[config.mk]
export PLATFORM = sky130hd
export DESIGN_NAME = cht_ram
export DESIGN_NICKNAME = d
export VERILOG_FILES = /design/src/cht_ram.sv
export SDC_FILE = /design/constraint.sdc
export NUM_CORES = 1
export LEC_CHECK = 0
export ABC_AREA = 1
export BUFFER_PORTS_ARGS = -buffer_cell sky130_fd_sc_hd__buf_2
export CORE_MARGIN = 2
export CORE_UTILIZATION = 40
export DETAILED_ROUTE_END_ITERATION = 8
export HOLD_SLACK_MARGIN = 0.06
export PLACE_DENSITY_LB_ADDON = 0.12
export SLEW_MARGIN = 20
export SYNTH_ARGS = -nofsm -noshare
export SYNTH_HDL_FRONTEND = slang
export SYNTH_SLANG_ARGS = --single-unit
[constraint.sdc]
create_clock -name clk -period 3.5 [get_ports clk]
set_clock_uncertainty 0.1 [all_clocks]
set_input_delay 0.525 -clock clk [delete_from_list [all_inputs] [get_ports clk]]
set_output_delay 0.525 -clock clk [all_outputs]
set_load 0.01 [all_outputs]
[src/cht_ram.sv]
// Generic single-write, single-read RAM with registered read data.
module cht_ram #(
	parameter int unsigned WIDTH = 8,
	parameter int unsigned DEPTH = 16
) (
	input  logic                     clk,
	input  logic                     we,
	input  logic [$clog2(DEPTH)-1:0] waddr,
	input  logic [WIDTH-1:0]         wdata,
	input  logic                     re,
	input  logic [$clog2(DEPTH)-1:0] raddr,
	output logic [WIDTH-1:0]         rdata
);

	logic [WIDTH-1:0] mem [DEPTH];
	logic [WIDTH-1:0] rdata_q;

	always_ff @(posedge clk) begin
		if (we) begin
			mem[waddr] <= wdata;
		end
		if (re) begin
			rdata_q <= mem[raddr];
		end
	end

	assign rdata = rdata_q;

endmodule

==> results of run 1 <==
[kinds of logic after synthesis]
group	Yosys count
and+or+nand+nor	289
DFF	136
buffers and inverters	126
[through the flow]
stage / cell area, um2 / util [%] / hold slack (ns)
2_1_floorplan: 5850 / - / 0.524
3_3_place_gp: 6070 / 42.1 / 0.636
3_5_place_dp: 6070 / 42.1 / 0.629
4_1_cts: 6590 / 45.7 / 0.363
5_1_grt: 6590 / 45.7 / 0.368
6_report: 6590 / 45.7 / 0.375
[metal layers]
layer / wire (um) / track usage [%]
met3: 399 / 3.74
met4: 390 / 8.95
met1: 6450 / 25.1
met2: 6200 / 27.7
met5: 0 / 0
[cell usage in the layout, fill, tap and decap left out, types with 3 or more instances in the layout]
cell type / n
clkinv_1: 3
clkinv_2: 6
edfxtp_1: 136
inv_1: 100
nand2_1: 173
buf_4: 4
buf_2: 26
clkbuf_16: 17
nor2_1: 17
nand3_1: 97
[worst register-to-register path, delay by kind of cell (launching register included)]
family | cells | cell delay (ns)
buffers and inverters | 1 | 0.06
DFF | 1 | 0.36
and+or+nand+nor | 5 | 0.57
[where the power goes]
part	internal [mW]	total [mW]	leakage, nW	switching (mW)
Clock	0.953	1.58	0.254	0.631
Sequential	1.84	1.85	1.24	0.0106
Combinational	0.0572	0.217	1.31	0.159
Total	2.85	3.65	2.80	0.801
[Yosys cell counts]
master	instances	share of area (%)
nand2_1	173	11
edfxtp_1	136	70
inv_1	100	6.4
nand3_1	97	8.3
nor2_1	17	1.1
buf_2	13	1.1
buf_6	6	1.2
buf_4	4	0.51
inv_2	2	0.13
nand3b_1	2	0.26
buf_1	1	0.064
[worst max path at each step]
| stage | start | to | slack (ns) | depth (start not counted) |
|---|---|---|---|---|
| 5_1_grt | raddr[0] | rdata[3]$_DFFE_PP_ | 1.60 | 8 |
| 2_1_floorplan | waddr[2] | mem[10][0]$_DFFE_PP_ | 1.92 | 2 |
| 3_5_place_dp | raddr[0] | rdata[6]$_DFFE_PP_ | 1.29 | 8 |
| 3_3_place_gp | raddr[0] | rdata[3]$_DFFE_PP_ | 1.28 | 8 |
| 4_1_cts | raddr[0] | rdata[2]$_DFFE_PP_ | 1.73 | 8 |
| 6_report | raddr[0] | rdata[0]$_DFFE_PP_ | 1.71 | 7 |
[state kept, by name (all words and copies together), names as in the netlist]
signal / cells
mem: 128
rdata: 8
[final cells by class]
cell class / count / area [um2]
Tap cell: 184 / 230
Multi-Input combinational cell: 289 / 1210
Timing Repair Buffer: 30 / 160
Fill cell: 1372 / 7830
Clock buffer: 19 / 433
Clock inverter: 12 / 86.3
Inverter: 102 / 383
Sequential cell: 136 / 4080
==> impl_metrics.tcl, run 1 <==
set metrics [dict create \
    power_density_nw_per_um2 554 \
    fin_crit_ns 1.79 \
    clock.fmax_mhz 557 \
    synth_top_family_by_area "simple AND/OR/NAND/NOR gates" \
    yosysWarnings 0 \
    synth_simple_gate_area_share_pct 20.8 \
    worst_slack_ns 1.71 \
    slew_viol_final 0 \
    place.gp.congestion 0.821 \
    maxCapViolCount 0 \
    cp_slowest_stage_delay_ns 0.55 \
    cts.sinks 136 \
    num_rows 44 \
    min-delay-start "re" \
    synth_xor_area_share_pct 0 \
    ios 27 \
    path_cells "buf_2 > buf_4 > nand2_1 > nand3_1 > nand3_1 > nand3_1 > nand2_1" \
    root_buffer "clkbuf_16" \
    dp_cells 741 \
    crit_buf_inv 2 \
    port_buffers 26 \
    grt_first_pass_wirelength_mm 21.0 \
    die-area_um2 15600 \
    arrival_ns 1.85 \
    dieHeight_um 125 \
    cp_top_family "buffers and inverters" \
    setup_viol 0 \
    drt-total-wl_mm 13.4 \
    dpl_worst_slack_ns 1.29 \
    status "complete, no violations" \
    synth_compound_area_share_pct 0 \
    fin_cells 772 \
    synth_area_um2 5850 \
    wire_per_inst_um 17.4 \
    dr.pass1.iters 5 \
    vias_per_cell 4.79 \
    tightestPinTransition_ns 0.903 \
    ys_seq_elements 136 \
    core_area_um2 14400 \
    rsz0062_at_grt "false" \
    cts_hold_buffers 0 \
    finalCritPeriodShare_pct 51.3 \
    initial_core_util_pct 40.5 \
    drtAntennaViolNets 0 \
    r2r_setup_slack_ns 2.16 \
    critPathMaxFanout 64 \
    slowest_stage "buf_4" \
    grt_pass1_vias 3733 \
    holdPathStages 1 \
    min_to "rdata[6]$_DFFE_PP_" \
    grt-ovfl-total 0 \
    clock_path_buffers 2 \
    numCtsBuffers 17 \
    postCtsSetupBuffers 0 \
    endpoint_kind "flip-flop" \
    hold_viol_final 0 \
    hpwl_mm 8.37 \
    syn_inst 551 \
    r2r-end "rdata[0]$_DFFE_PP_" \
    hp-class "primary input to flip-flop" \
    avgSynthCellArea_um2 10.6 \
    clkTransAtPathRegs_ns 0.06 \
    critPathMostFrequentCell "nand3_1" \
    cp.required_ns 3.56 \
    yosysSeqAreaShare_pct 69.8 \
    grt_antenna_before_repair 0 \
    vias 3699 \
    crit_path_start_kind "primary input" \
    cts_tree "yes" \
    grt_usage_pct 18.2 \
    muxShareOfSynthArea_pct 0 \
    clock_latency_ns 0.42 \
    layout-drive-gt1-share_pct 9.86 \
    cts_resized 0 \
    h-tree-depth 4 \
    reg2reg_from "mem[1][0]$_DFFE_PP_" \
    ys_types 11 \
    finalSetupTns_ns 0 \
    syn-num-nets 570 \
    reg2regPathDepth 6 \
    fin_total_pwr_mw 3.65 \
    timing.setup.critical_path_class "primary input to flip-flop" \
    relSlewSlack_pct 39.5 \
    drc 0 \
    n_antenna_cell 0 \
    grt_max_degree 65 \
    die_w_um 125 \
    synth-adder-area-share_pct 0 \
    drtIter0Drc 315 \
    nets 595 \
    p_leak_nw 2.80 \
    irDropWorstVdd_uv 307 \
    syn_to_final_growth_pct 12.7 \
]
(Power assumes the default switching activity.)
==> inputs of run 2 (changes only) <==
==> constraint.sdc (replaced) <==
create_clock -name clk -period 1.8 [get_ports clk]
set_clock_uncertainty 0.1 [all_clocks]
set_input_delay 0.27 -clock clk [delete_from_list [all_inputs] [get_ports clk]]
set_output_delay 0.27 -clock clk [all_outputs]
set_load 0.01 [all_outputs]
==> run 2 against run 1 <==
Cell count grew 2.5%. Largest power group unchanged. Clock power rose by 92%. Highest routed layer unchanged. Die area stayed put. Sequential power is 95% higher. Via count up 3.3%. First-iteration DRC count decreased by 6.0%. Flip-flop and latch count stayed put. Sequential share of layout area shrank 1.6 points. Utilization up 1.2 points.
==> impl_metrics.tcl, run 2 (synthesis results as in run 1) <==
set metrics [dict create \
    status "complete, no violations" \
    place.gp.congestion 0.847 \
    ios 27 \
    vias_per_cell 4.83 \
    met1_usage_pct 26.3 \
    drt-total-wl_mm 14.0 \
    final_util_pct 46.9 \
    layout-drive-gt1-share_pct 11.9 \
    irDropWorstVdd_uv 627 \
    core_area_um2 14400 \
    grt_first_pass_wirelength_mm 22.0 \
    initial_core_util_pct 40.5 \
    n_antenna_cell 0 \
    cp_slowest_stage_delay_ns 0.46 \
    relSlewSlack_pct 57.8 \
    fin_crit_ns 1.43 \
    cp_top_family "flip-flops" \
    p_leak_nw 2.91 \
    cts_resized 0 \
    grt-ovfl-total 0 \
    pwr-share-clk_pct 42.8 \
    wire_per_inst_um 17.7 \
    timing.setup.critical_path_class "flip-flop to primary output" \
    power_density_nw_per_um2 1050 \
    drtIter0Drc 296 \
    final_cell_mix "nand2_1, edfxtp_1, inv_1" \
    finalCritPeriodShare_pct 79.5 \
    arrival_ns 1.06 \
    switching_power_mw 1.52 \
    dieHeight_um 125 \
    port_buffers 26 \
    use_met2_pct 30.5 \
    combPwrFrac_pct 6.3 \
    startpoint "rdata[3]$_DFFE_PP_" \
    crit_buf_inv 1 \
    p_int_mw 5.56 \
    hp-class "primary input to flip-flop" \
    worst_slack_ns 0.368 \
    dpl_worst_slack_ns 0.159 \
    postCtsSetupBuffers 0 \
    clock.fmax_mhz 699 \
    rsz0062_at_grt "false" \
    maxCapViolCount 0 \
    tightestPinTransition_ns 0.631 \
    endpoint_kind "primary output" \
    seqPwrFrac_pct 50.8 \
    clkTransAtPathRegs_ns 0.05 \
    h-tree-depth 4 \
    drtAntennaViolNets 0 \
    nets 615 \
    die-area_um2 15600 \
    path_cells "buf_2" \
    p_sw_share_pct 21.4 \
    reg2reg_from "mem[9][0]$_DFFE_PP_" \
    busiest_layer "met2" \
    cts.sinks 136 \
    cts_tree "yes" \
    top_register "mem" \
    dr.pass1.iters 5 \
    min-delay-start "re" \
    drc 0 \
    vias 3820 \
    die_w_um 125 \
    slowest_stage "edfxtp_1" \
    cp.required_ns 1.43 \
    slew_viol_final 0 \
    syn_to_final_growth_pct 15.6 \
    grt_pass1_vias 3758 \
    hpwl_mm 8.69 \
    grt_use_met3_pct 4.12 \
    setup_viol 0 \
    clock_path_buffers 2 \
    largest_reg_flops 128 \
    crit_path_start_kind "flip-flop" \
    num_rows 44 \
    finalSetupTns_ns 0 \
    hold_viol_final 0 \
    numCtsBuffers 17 \
    grt_max_degree 65 \
    clock_latency_ns 0.42 \
    grt_antenna_before_repair 0 \
    final_common_cell "nand2_1" \
    cts_hold_buffers 0 \
    critPathMaxFanout 1 \
    grt_usage_pct 19.3 \
    root_buffer "clkbuf_16" \
]
## run 2: path summary, 6_finish.rpt
kind / end / slack, ns / depth (start not counted)
worst max-delay path: rdata[3] / 0.37 / 1
worst min-delay path: rdata[6]$_DFFE_PP_ / 0.12 / 1
worst max register to register: rdata[0]$_DFFE_PP_ / 0.56 / 6
worst min register to register: rdata[6]$_DFFE_PP_ / 0.66 / 6
## run 2: area by class of cell
class | count | area (um2)
tap | 184 | 230
clock buffer | 23 | 448
clock inverter | 7 | 55.1
fill | 1392 | 7660
multi-input combinational | 289 | 1210
inverter | 102 | 383
timing repair buffer | 50 | 348
sequential | 136 | 4080
## run 2: through the flow
step / std cells / total power, mW / area (um2) / hold slack [ns]
after global routing: 791 / 7.33 / 6760 / 0.117
after detailed placement: 761 / 4.12 / 6260 / 0.556
after CTS: 791 / 7.16 / 6760 / 0.109
final: 791 / 7.07 / 6760 / 0.124
after global placement: 761 / 4.11 / 6260 / 0.556
after floorplan: 551 / 3.91 / 5850 / 0.269
## run 2: layer usage
layer | share of wire, % | vias up
li1 | - | 1871
met1 | 45 | 1827
met2 | 47 | 101
met3 | 5.9 | 21
met4 | 1.9 | 0
met5 | 0 | -
## run 2: power groups by stage
stage | registers (mW) | clock network, mW | logic [mW]
3_3_place_gp | 3.66 | 0 | 0.453
2_1_floorplan | 3.66 | 0 | 0.250
4_1_cts | 3.60 | 3.10 | 0.460
5_1_grt | 3.60 | 3.22 | 0.505
6_report | 3.60 | 3.03 | 0.448
3_5_place_dp | 3.66 | 0 | 0.458
