## config.mk

```make
export PLATFORM = sky130hd
export DESIGN_NAME = cht_walk
export DESIGN_NICKNAME = d
export VERILOG_FILES = /design/src/cht_pkg.sv /design/src/cht_walk.sv
export SDC_FILE = /design/constraint.sdc
export NUM_CORES = 1
export LEC_CHECK = 0
export ABC_AREA = 0
export BUFFER_PORTS_ARGS = -buffer_cell sky130_fd_sc_hd__buf_4
export CAP_MARGIN = 20
export CORE_AREA = 2 2 176 178
export DETAILED_ROUTE_END_ITERATION = 7
export DIE_AREA = 0 0 178 180
export GPL_TIMING_DRIVEN = 0
export PLACE_DENSITY_LB_ADDON = 0.1
export SLEW_MARGIN = 20
export SYNTH_ARGS = -nofsm -noshare
export SYNTH_HDL_FRONTEND = slang
export SYNTH_SLANG_ARGS = --single-unit
```

## constraint.sdc

```tcl
create_clock -name clk -period 4.5 [get_ports clk]
set_input_delay 0.9 -clock clk [delete_from_list [all_inputs] [get_ports clk]]
set_output_delay 0.9 -clock clk [all_outputs]
set_load 0.03 [all_outputs]
```

## src/cht_pkg.sv

```systemverilog
// Shared types, sizes and state codes for the chained hash table.
package cht_pkg;

	// Bucket count must stay a power of two: the bucket is the low key bits.
	localparam int unsigned BUCKETS   = 4096;
	localparam int unsigned ENTRIES   = 4096;
	localparam int unsigned BKT_W     = $clog2(BUCKETS);
	localparam int unsigned ENT_IDX_W = $clog2(ENTRIES);
	localparam int unsigned PTR_W     = $clog2(ENTRIES + 1);
	localparam int unsigned KEY_W     = 64;
	localparam int unsigned VAL_W     = 32;

	localparam logic [PTR_W-1:0] ENT_MAX  = PTR_W'(ENTRIES);
	localparam logic [PTR_W-1:0] STEP_MAX = PTR_W'(ENTRIES - 1);

	localparam logic CMD_ACCESS = 1'b0;
	localparam logic CMD_CLEAR  = 1'b1;

	typedef struct packed {
		logic             cmd;
		logic [KEY_W-1:0] lookup_key;
		logic             write_enable;
		logic [VAL_W-1:0] write_value;
	} in_item_t;

	typedef struct packed {
		logic [VAL_W-1:0] old_value;
		logic             hit;
		logic             inserted;
		logic             table_full;
		logic [PTR_W-1:0] entries_used;
	} out_item_t;

	typedef struct packed {
		logic [KEY_W-1:0] key;
		logic [VAL_W-1:0] value;
		logic [PTR_W-1:0] next;
	} entry_t;

	typedef struct packed {
		logic             we;
		logic [BKT_W-1:0] waddr;
		logic [PTR_W-1:0] wdata;
		logic             re;
		logic [BKT_W-1:0] raddr;
	} head_req_t;

	typedef struct packed {
		logic                 we;
		logic [ENT_IDX_W-1:0] waddr;
		entry_t               wdata;
		logic                 re;
		logic [ENT_IDX_W-1:0] raddr;
	} entry_req_t;

	typedef enum logic [2:0] {
		ST_INIT,
		ST_IDLE,
		ST_HEAD,
		ST_WALK,
		ST_MISS,
		ST_CLEAR,
		ST_DONE
	} state_t;

endpackage

```

## src/cht_walk.sv

```systemverilog
// Sequencer and shared key comparator that walk, extend and clear the chains.
module cht_walk (
	input  logic                clk,
	input  logic                arst_n,
	input  logic                in_valid,
	input  cht_pkg::in_item_t   in_data,
	output logic                in_ready,
	output logic                res_valid,
	input  logic                res_ready,
	output cht_pkg::out_item_t  res,
	output cht_pkg::head_req_t  head_req,
	input  logic [cht_pkg::PTR_W-1:0] head_rd,
	output cht_pkg::entry_req_t entry_req,
	input  cht_pkg::entry_t     entry_rd
);

	cht_pkg::state_t    state_q, state_d;
	cht_pkg::in_item_t  item_q;
	cht_pkg::out_item_t res_q;
	logic [cht_pkg::PTR_W-1:0] head_q;
	logic [cht_pkg::PTR_W-1:0] cur_q;
	logic [cht_pkg::PTR_W-1:0] steps_q;
	logic [cht_pkg::PTR_W-1:0] used_q;
	logic [cht_pkg::BKT_W-1:0] sweep_q;

	logic                      key_eq;
	logic                      next_ok;
	logic                      head_ok;
	logic                      pool_full;
	logic                      sweep_last;
	logic [cht_pkg::PTR_W-1:0] new_ptr;
	logic [cht_pkg::BKT_W-1:0] bucket;

	// Entry numbers run from 1; the RAM row is one less.
	function automatic logic [cht_pkg::ENT_IDX_W-1:0] row_of(
		input logic [cht_pkg::PTR_W-1:0] ptr
	);
		logic [cht_pkg::PTR_W-1:0] t;
		t = ptr - 1'b1;
		return t[cht_pkg::ENT_IDX_W-1:0];
	endfunction

	assign key_eq     = (entry_rd.key == item_q.lookup_key);
	assign next_ok    = (entry_rd.next != '0) && (entry_rd.next <= cht_pkg::ENT_MAX)
		&& (steps_q != cht_pkg::STEP_MAX);
	assign head_ok    = (head_rd != '0) && (head_rd <= cht_pkg::ENT_MAX);
	assign pool_full  = (used_q >= cht_pkg::ENT_MAX);
	assign sweep_last = (sweep_q == '1);
	assign new_ptr    = used_q + 1'b1;
	assign bucket     = item_q.lookup_key[cht_pkg::BKT_W-1:0];

	always_comb begin
		state_d = state_q;
		unique case (state_q)
			cht_pkg::ST_INIT: begin
				if (sweep_last) begin
					state_d = cht_pkg::ST_IDLE;
				end
			end
			cht_pkg::ST_IDLE: begin
				if (in_valid) begin
					state_d = (in_data.cmd == cht_pkg::CMD_CLEAR) ? cht_pkg::ST_CLEAR
						: cht_pkg::ST_HEAD;
				end
			end
			cht_pkg::ST_HEAD: begin
				state_d = head_ok ? cht_pkg::ST_WALK : cht_pkg::ST_MISS;
			end
			cht_pkg::ST_WALK: begin
				priority if (key_eq) begin
					state_d = cht_pkg::ST_DONE;
				end else if (!next_ok) begin
					state_d = cht_pkg::ST_MISS;
				end else begin
					state_d = cht_pkg::ST_WALK;
				end
			end
			cht_pkg::ST_MISS: begin
				state_d = cht_pkg::ST_DONE;
			end
			cht_pkg::ST_CLEAR: begin
				if (sweep_last) begin
					state_d = cht_pkg::ST_DONE;
				end
			end
			cht_pkg::ST_DONE: begin
				if (res_ready) begin
					state_d = cht_pkg::ST_IDLE;
				end
			end
			default: state_d = cht_pkg::ST_INIT;
		endcase
	end

	always_comb begin
		in_ready        = 1'b0;
		res_valid       = 1'b0;
		head_req        = '0;
		entry_req       = '0;
		head_req.raddr  = in_data.lookup_key[cht_pkg::BKT_W-1:0];
		entry_req.raddr = row_of(head_rd);
		unique case (state_q)
			cht_pkg::ST_INIT, cht_pkg::ST_CLEAR: begin
				head_req.we    = 1'b1;
				head_req.waddr = sweep_q;
				head_req.wdata = '0;
			end
			cht_pkg::ST_IDLE: begin
				in_ready    = 1'b1;
				head_req.re = 1'b1;
			end
			cht_pkg::ST_HEAD: begin
				entry_req.re = head_ok;
			end
			cht_pkg::ST_WALK: begin
				entry_req.re          = !key_eq && next_ok;
				entry_req.raddr       = row_of(entry_rd.next);
				// Rewrite the found entry with the new value, same key and link.
				entry_req.we          = key_eq && item_q.write_enable;
				entry_req.waddr       = row_of(cur_q);
				entry_req.wdata.key   = entry_rd.key;
				entry_req.wdata.value = item_q.write_value;
				entry_req.wdata.next  = entry_rd.next;
			end
			cht_pkg::ST_MISS: begin
				entry_req.we          = !pool_full;
				entry_req.waddr       = row_of(new_ptr);
				entry_req.wdata.key   = item_q.lookup_key;
				entry_req.wdata.value = item_q.write_enable ? item_q.write_value : '0;
				entry_req.wdata.next  = head_q;
				head_req.we           = !pool_full;
				head_req.waddr        = bucket;
				head_req.wdata        = new_ptr;
			end
			cht_pkg::ST_DONE: begin
				res_valid = 1'b1;
			end
			default: begin
			end
		endcase
	end

	assign res = res_q;

	always_ff @(posedge clk or negedge arst_n) begin
		if (!arst_n) begin
			state_q <= cht_pkg::ST_INIT;
			used_q  <= '0;
			sweep_q <= '0;
		end else begin
			state_q <= state_d;
			if (state_q == cht_pkg::ST_INIT || state_q == cht_pkg::ST_CLEAR) begin
				sweep_q <= sweep_q + 1'b1;
			end
			if (state_q == cht_pkg::ST_CLEAR) begin
				used_q <= '0;
			end
			if (state_q == cht_pkg::ST_MISS && !pool_full) begin
				used_q <= new_ptr;
			end
		end
	end

	always_ff @(posedge clk) begin
		unique case (state_q)
			cht_pkg::ST_IDLE: begin
				if (in_valid) begin
					item_q <= in_data;
				end
			end
			cht_pkg::ST_HEAD: begin
				head_q  <= head_ok ? head_rd : '0;
				cur_q   <= head_rd;
				steps_q <= '0;
			end
			cht_pkg::ST_WALK: begin
				if (key_eq) begin
					res_q.old_value    <= entry_rd.value;
					res_q.hit          <= 1'b1;
					res_q.inserted     <= 1'b0;
					res_q.table_full   <= 1'b0;
					res_q.entries_used <= used_q;
				end else begin
					cur_q   <= entry_rd.next;
					steps_q <= steps_q + 1'b1;
				end
			end
			cht_pkg::ST_MISS: begin
				res_q.old_value    <= '0;
				res_q.hit          <= 1'b0;
				res_q.inserted     <= !pool_full;
				res_q.table_full   <= pool_full;
				res_q.entries_used <= pool_full ? used_q : new_ptr;
			end
			cht_pkg::ST_CLEAR: begin
				res_q <= '0;
			end
			default: begin
			end
		endcase
	end

endmodule

```

==> impl_metrics.env, run 1 <==
export IMPL_synth_top_family_by_area="simple AND/OR/NAND/NOR gates"
export IMPL_hold_viol=0
export IMPL_ant_nets=0
export IMPL_ys_warn_count=0
export IMPL_rows=64
export IMPL_antenna_found_initial=4
export IMPL_dr_pass1_iters=5
export IMPL_cts_sinks=211
export IMPL_finalWeightedCongestion=0.8905
export IMPL_slowest_stage="dfrtp_1"
export IMPL_fin_area_um2=15590
export IMPL_sw_frac_of_total_pct=21.65
export IMPL_insertion_delay_ps=530
export IMPL_timing_rr_start="item_q[51]"
export IMPL_p_per_area_nw_per_um2=281.3
export IMPL_synth_simple_area_share_pct=14.95
export IMPL_synth_edff_count=183
export IMPL_drc_errors=0
export IMPL_area_delta_synth_final_pct=44.99
export IMPL_rsz0062_at_grt="false"
export IMPL_synth_compound_gate_area_share_pct=12.61
export IMPL_ys_types=57
export IMPL_cts_htree_levels=1
export IMPL_yosys_area_top_type="edfxtp_1"
export IMPL_synthArstFlopShare_pct=13.27
export IMPL_place_area_um2=14730
export IMPL_grt_start_max_net_pins=45
export IMPL_cp_arrival_ps=3410
export IMPL_holdCritPathClass="in -> async"
export IMPL_start_kind="flip-flop"
export IMPL_avgSynthCellArea_um2=11.92
export IMPL_cts_buffers=25
export IMPL_finalClockSkew_ps=19.57
export IMPL_p_leak_nw=6.694
export IMPL_fmax_mhz=232.2
export IMPL_slowest_delay_ps=440
export IMPL_rr_endpoint="res[18]"
export IMPL_routedWlPerCell_um=21.85
export IMPL_p_clk_share_pct=44.9
export IMPL_port_buffers=447
export IMPL_power_frac_seq_pct=48.3
export IMPL_slew_viol_final=0
export IMPL_vias=9006
export IMPL_worstRegToRegCells=7
export IMPL_drt_total_wl_mm=39.31
export IMPL_fin_nets=1612
export IMPL_cts_root_buf="clkbuf_16"
export IMPL_power_share_combinational_pct=6.8
export IMPL_power_internal_mw=3.436
export IMPL_synth_top_cell_area_share_pct=51.09
export IMPL_dp_hpwl_mm=30.92
export IMPL_end_kind="output port"
export IMPL_grt_use_total_pct=24.04
export IMPL_total_power_mw=4.386
export IMPL_grt_pass1_vias=9364
export IMPL_viasPerCell=5.006
export IMPL_start_util_pct=35.63
export IMPL_switching_power_mw=0.9495
export IMPL_drtIter0Drc=592
export IMPL_synth_xor_xnor_area_share_pct=9.609
export IMPL_min_period_ps=4306
export IMPL_r2r_slack_ps=1040
export IMPL_overflow=0
export IMPL_status="finished clean"
export IMPL_die_x_um=178
export IMPL_syn_inst=902
export IMPL_cp_cell_sequence="nor3b_4, clkbuf_2, clkbuf_4, and2_1, a21oi_1, ha_1, nand2_1, a21o_1, mux2_2, o21a_1, buf_4"
export IMPL_synthMuxAreaShare_pct=0.9539
export IMPL_synth_fa_ha_area_share_pct=0.6980
export IMPL_syn_area_um2=10760
export IMPL_path_max_fanout=10
export IMPL_path_clk_slew_ps=60
export IMPL_dieArea_um2=32040
export IMPL_netlist_top_cells_area="edfxtp_1, a22o_1, xor2_1"
export IMPL_layout_drive_gt1_share_pct=38.74
export IMPL_synth_seq_cells=211
export IMPL_utilization_pct=51.65
export IMPL_synth_commonest_cells="edfxtp_1, a22o_1, xor2_1, nand2_1, nor2b_1"
export IMPL_synthFlopType="edfxtp_1"
export IMPL_ir_drop_uv=316.5
export IMPL_fin_crit_sh_pct=95.68
export IMPL_core_area_um2=30190
export IMPL_tightest_slew_ps=987.0
export IMPL_timing_final_setup_violations=0
export IMPL_yosysSeqAreaShare_pct=57.61
export IMPL_fp_dieH_um=180
export IMPL_whs_ps=309.2
export IMPL_ios=448
export IMPL_holdBufCountCts=0
export IMPL_worstSetupPathType="reg -> out"
export IMPL_cap_violations=0
export IMPL_clk_path_buf_depth=3
export IMPL_cts_tree="done"
export IMPL_cp_data_required_time_ps=3600
export IMPL_slew_headroom_pct=33.65
export IMPL_syn_nets=1132
export IMPL_grt_pass1_wl_mm=57.57
export IMPL_yosysMostFrequentCell="edfxtp_1"
-- logic make-up after synthesis --
logic type,Yosys count
adder cells (fa/ha/maj),6
buffers and inverters,83
XOR/XNOR,118
flip-flops,211
AO/OA/AOI/OAI,178
AND/OR/NAND/NOR,296
multiplexers,10
-- per-stage QoR --
step	setup WS [ps]	setup TNS, ps	std cells
floorplan	297.6	0	902
global placement	-782.1	-102470	1745
detailed placement	-91.00	-131.2	1750
CTS	4.517	0	1794
global route	10.71	0	1799
finish	194.2	0	1799
-- metal layers --
layer	wire length (um)	global-route usage (%)	up-vias
met5	0	0	-
met4	1091	7.082	0
met3	3496	7.530	54
met2	19850	42.09	348
met1	14860	27.99	4329
li1	-	-	4275
-- flip-flops by register name, indices dropped and copies added (netlist names) --
signal and count:
item_q 85, res 48, head_q 13, steps_q 13, used_q 13, bucket 12
cur_q 12, sweep_q 12, state_q 3
-- area by class of cell --
class,count,area [um2]
inverters,18,71.32
multi-input cells,608,4243
clock inverters,15,136.4
flip-flops and latches,211,6196
plain buffers,64,326.6
clock buffers,29,650.6
well taps,396,495.5
fillers,2767,14600
repair buffers,454,3465
diodes,4,10.01
-- worst max-delay path, delay by kind of cell (launching register included) --
family / cells / cell delay, ps
buffers and inverters: 3 / 800
muxes: 1 / 340
and+or+nand+nor: 3 / 720
AOI/OAI and AO/OA: 3 / 340
DFF: 1 / 440
adders and majority gates: 1 / 230
-- power by group through the flow --
stage	logic [mW]	registers, mW	clock network (mW)
after floorplan	0.0817	2.16	0
after global placement	0.293	2.16	0
after detailed placement	0.298	2.16	0
after CTS	0.299	2.12	2.01
after global routing	0.320	2.12	2.09
final	0.298	2.12	1.97
-- worst max-delay path by stage --
| stage | startpoint | to | slack, ps | cells after the start |
|---|---|---|---|---|
| after floorplan | state_q[2] | entry_req[8] | 300 | 10 |
| after global placement | entry_rd[101] | res[41] | -780 | 7 |
| after detailed placement | state_q[0] | entry_req[128] | -90 | 11 |
| after CTS | state_q[0] | entry_req[128] | 5 | 11 |
| after global routing | state_q[0] | entry_req[128] | 10 | 11 |
| final | state_q[0] | entry_req[128] | 190 | 11 |
-- repair_timing --
item	CTS	global route
buffers inserted	0	2
endpoints found under the hold margin	0	0
pin swaps	0	1
resized for setup	10	10
setup endpoints to repair	93	9
-- layout by cell type, fill, tap and decap left out, types with 4 or more instances in the layout --
cell type    n
buf_4      467
edfxtp_1   183
xor2_1      89
a22o_1      89
nand2_1     61
nor2b_1     49
nor2_1      46
and2_1      37
clkbuf_1    34
o21ai_0     31
xnor2_1     29
dfrtp_1     28
nor4_1      27
clkbuf_16   25
inv_1       16
a21oi_1     16
nand3_1     14
nand4_1      9
and3_1       9
nor3_1       8
o22ai_1      8
or3_1        7
mux2i_1      7
buf_1        6
ha_1         6
clkinv_1     5
o31a_1       5
diode_2      4
buf_2        4
nand2b_1     4
o31ai_1      4
and4_1       4
clkinv_2     4
Note: power is estimated with default switching activity, not from simulation.
==> inputs of run 2 (changes only) <==
--- a/config.mk
+++ b/config.mk
@@ -8,11 +8,12 @@
 export ABC_AREA = 0
 export BUFFER_PORTS_ARGS = -buffer_cell sky130_fd_sc_hd__buf_4
 export CAP_MARGIN = 20
-export CORE_AREA = 2 2 176 178
+export CORE_AREA = 2 2 175 177
 export DETAILED_ROUTE_END_ITERATION = 7
-export DIE_AREA = 0 0 178 180
+export DIE_AREA = 0 0 177 179
 export GPL_TIMING_DRIVEN = 0
 export PLACE_DENSITY_LB_ADDON = 0.1
+export RECOVER_POWER = 25
 export SLEW_MARGIN = 20
 export SYNTH_ARGS = -nofsm -noshare
 export SYNTH_HDL_FRONTEND = slang
==> impl_metrics.env, run 2 (synthesized netlist as in run 1, its figures left out) <==
export IMPL_hold_depth=1
export IMPL_worstRegToRegCells=5
export IMPL_rows=64
export IMPL_wl_met1_mm=14.88
export IMPL_p_clk_share_pct=48.2
export IMPL_power_frac_seq_pct=45.7
export IMPL_path_max_fanout=10
export IMPL_worstSetupPathType="reg -> out"
export IMPL_cts_buffers=26
export IMPL_final_common_cell="buf_4"
export IMPL_crit_buf_inv=4
export IMPL_fp_dieH_um=179
export IMPL_antenna_found_initial=6
export IMPL_end_kind="output port"
export IMPL_area_delta_synth_final_pct=45.04
export IMPL_dieArea_um2=31680
export IMPL_ios=448
export IMPL_fin_crit_sh_pct=95.07
export IMPL_tightest_slew_ps=2991
export IMPL_start_kind="flip-flop"
export IMPL_fmax_mhz=233.8
export IMPL_timing_final_setup_violations=0
export IMPL_finalWeightedCongestion=0.8736
export IMPL_core_area_um2=30030
export IMPL_grt_pass1_wl_mm=56.45
export IMPL_viasPerCell=4.986
export IMPL_drc_errors=0
export IMPL_status="finished, violations left"
export IMPL_cts_setup_buffers=0
export IMPL_slew_headroom_pct=-99.38
export IMPL_p_per_area_nw_per_um2=297.2
export IMPL_dr_pass1_iters=5
export IMPL_sw_frac_of_total_pct=20.62
export IMPL_insertion_delay_ps=530
export IMPL_clk_path_buf_depth=3
export IMPL_ant_nets=0
export IMPL_hold_viol=0
export IMPL_overflow=0
export IMPL_dr_wl_met2_mm=19.67
export IMPL_dp_hpwl_mm=31.01
export IMPL_met3_length_mm=3.718
export IMPL_cp_data_required_time_ps=3600
export IMPL_vias=8965
export IMPL_finalClockSkew_ps=13.41
export IMPL_grt_start_max_net_pins=50
export IMPL_cp_cell_sequence="clkbuf_4, and2b_1, nand2_2, buf_2, buf_2, a21oi_1, ha_1, nand2_2, nor4_4, xnor2_1, o22ai_1, buf_4"
export IMPL_p_leak_nw=6.640
export IMPL_crit_family="buffers and inverters"
export IMPL_cp_arrival_ps=3380
export IMPL_min_period_ps=4278
export IMPL_start_util_pct=35.82
export IMPL_routedWlPerCell_um=22.00
export IMPL_mostFrequentLayoutCells="buf_4, edfxtp_1, xor2_1, a22o_1, clkbuf_4"
export IMPL_port_buffers=447
export IMPL_slowest_delay_ps=350
export IMPL_drt_total_wl_mm=39.56
export IMPL_ir_drop_uv=257.7
export IMPL_drtIter0Drc=601
export IMPL_rsz0062_at_grt="false"
export IMPL_layout_drive_gt1_share_pct=37.37
export IMPL_path_clk_slew_ps=60
export IMPL_largest_register_ffs=85
export IMPL_top_layer_used="met5"
export IMPL_cts_root_buf="clkbuf_16"
export IMPL_total_power_mw=4.636
export IMPL_grt_pass1_vias=9027
export IMPL_switching_power_mw=0.9559
export IMPL_fin_nets=1610
export IMPL_crit_cells=12
export IMPL_violations="max-capacitance violations, max-slew violations"
export IMPL_whs_ps=494.6
export IMPL_power_internal_mw=3.681
export IMPL_cts_tree="done"
export IMPL_top_register="item_q"
export IMPL_slew_viol_final=77
export IMPL_die_x_um=177
export IMPL_power_share_combinational_pct=6.2
export IMPL_cts_htree_levels=1
export IMPL_holdCritPathClass="reg -> reg"
export IMPL_cts_sinks=211
export IMPL_cap_violations=2
export IMPL_slowest_stage="dfrtp_1"
export IMPL_grt_use_total_pct=24.15
run 2: cell types whose count changed in the layout (fill, tap and decap cells not counted), sizes merged, moves of 3 or more:
cell,previous run,this run
clkinv,11,6
clkbuf,65,171
buf,482,376
bufinv,2,5
run 2: final timing paths:
check	end	slack, ps	startpoint
max	entry_req[132]	220	state_q[2]
min	sweep_q[5]	490	sweep_q[5]
max reg2reg	item_q[2]	540	state_q[2]
min reg2reg	sweep_q[5]	490	sweep_q[5]
max in group asynchronous	sweep_q[11]	2750	arst_n
min in group asynchronous	used_q[7]	790	arst_n
run 2: final cells by class:
type / count / area [um2]
Fill cell: 2792 / 14430
Sequential cell: 211 / 6196
Multi-Input combinational cell: 608 / 4245
Timing Repair Buffer: 451 / 3342
Clock buffer: 32 / 714.4
Tap cell: 396 / 495.5
Buffer: 64 / 329.1
Clock inverter: 13 / 193.9
Inverter: 18 / 71.32
Antenna cell: 5 / 12.51
run 2: layer usage:
metal  track usage, %  up-vias
met2            41.94      359
met1            27.82     4267
met4            7.920        2
li1                 -     4273
met5                0        -
met3            8.355       64
run 2: timing repair:
item	CTS	global route
gates resized for setup	10	14
pin swaps	0	0
setup endpoints to repair	79	9
hold buffers	0	0
run 2: metrics by stage:
stage	TNS [ps]	cells	setup slack, ps	instance area [um2]	utilization (%)
final	0	1798	222.0	15600	51.95
after detailed placement	-15.56	1749	-15.56	14720	49.02
after CTS	0	1794	22.30	15650	52.13
after floorplan	0	902	297.6	10760	-
after global routing	0	1798	26.40	15600	51.95
after global placement	-101650	1745	-653.9	14610	48.64
run 2: power groups by stage:
stage / Sequential [mW] / Clock [mW] / Combinational [mW]
5_1_grt: 2.12 / 2.33 / 0.308
6_report: 2.12 / 2.23 / 0.286
2_1_floorplan: 2.16 / 0 / 0.0817
3_5_place_dp: 2.16 / 0 / 0.297
3_3_place_gp: 2.16 / 0 / 0.293
4_1_cts: 2.12 / 2.28 / 0.298
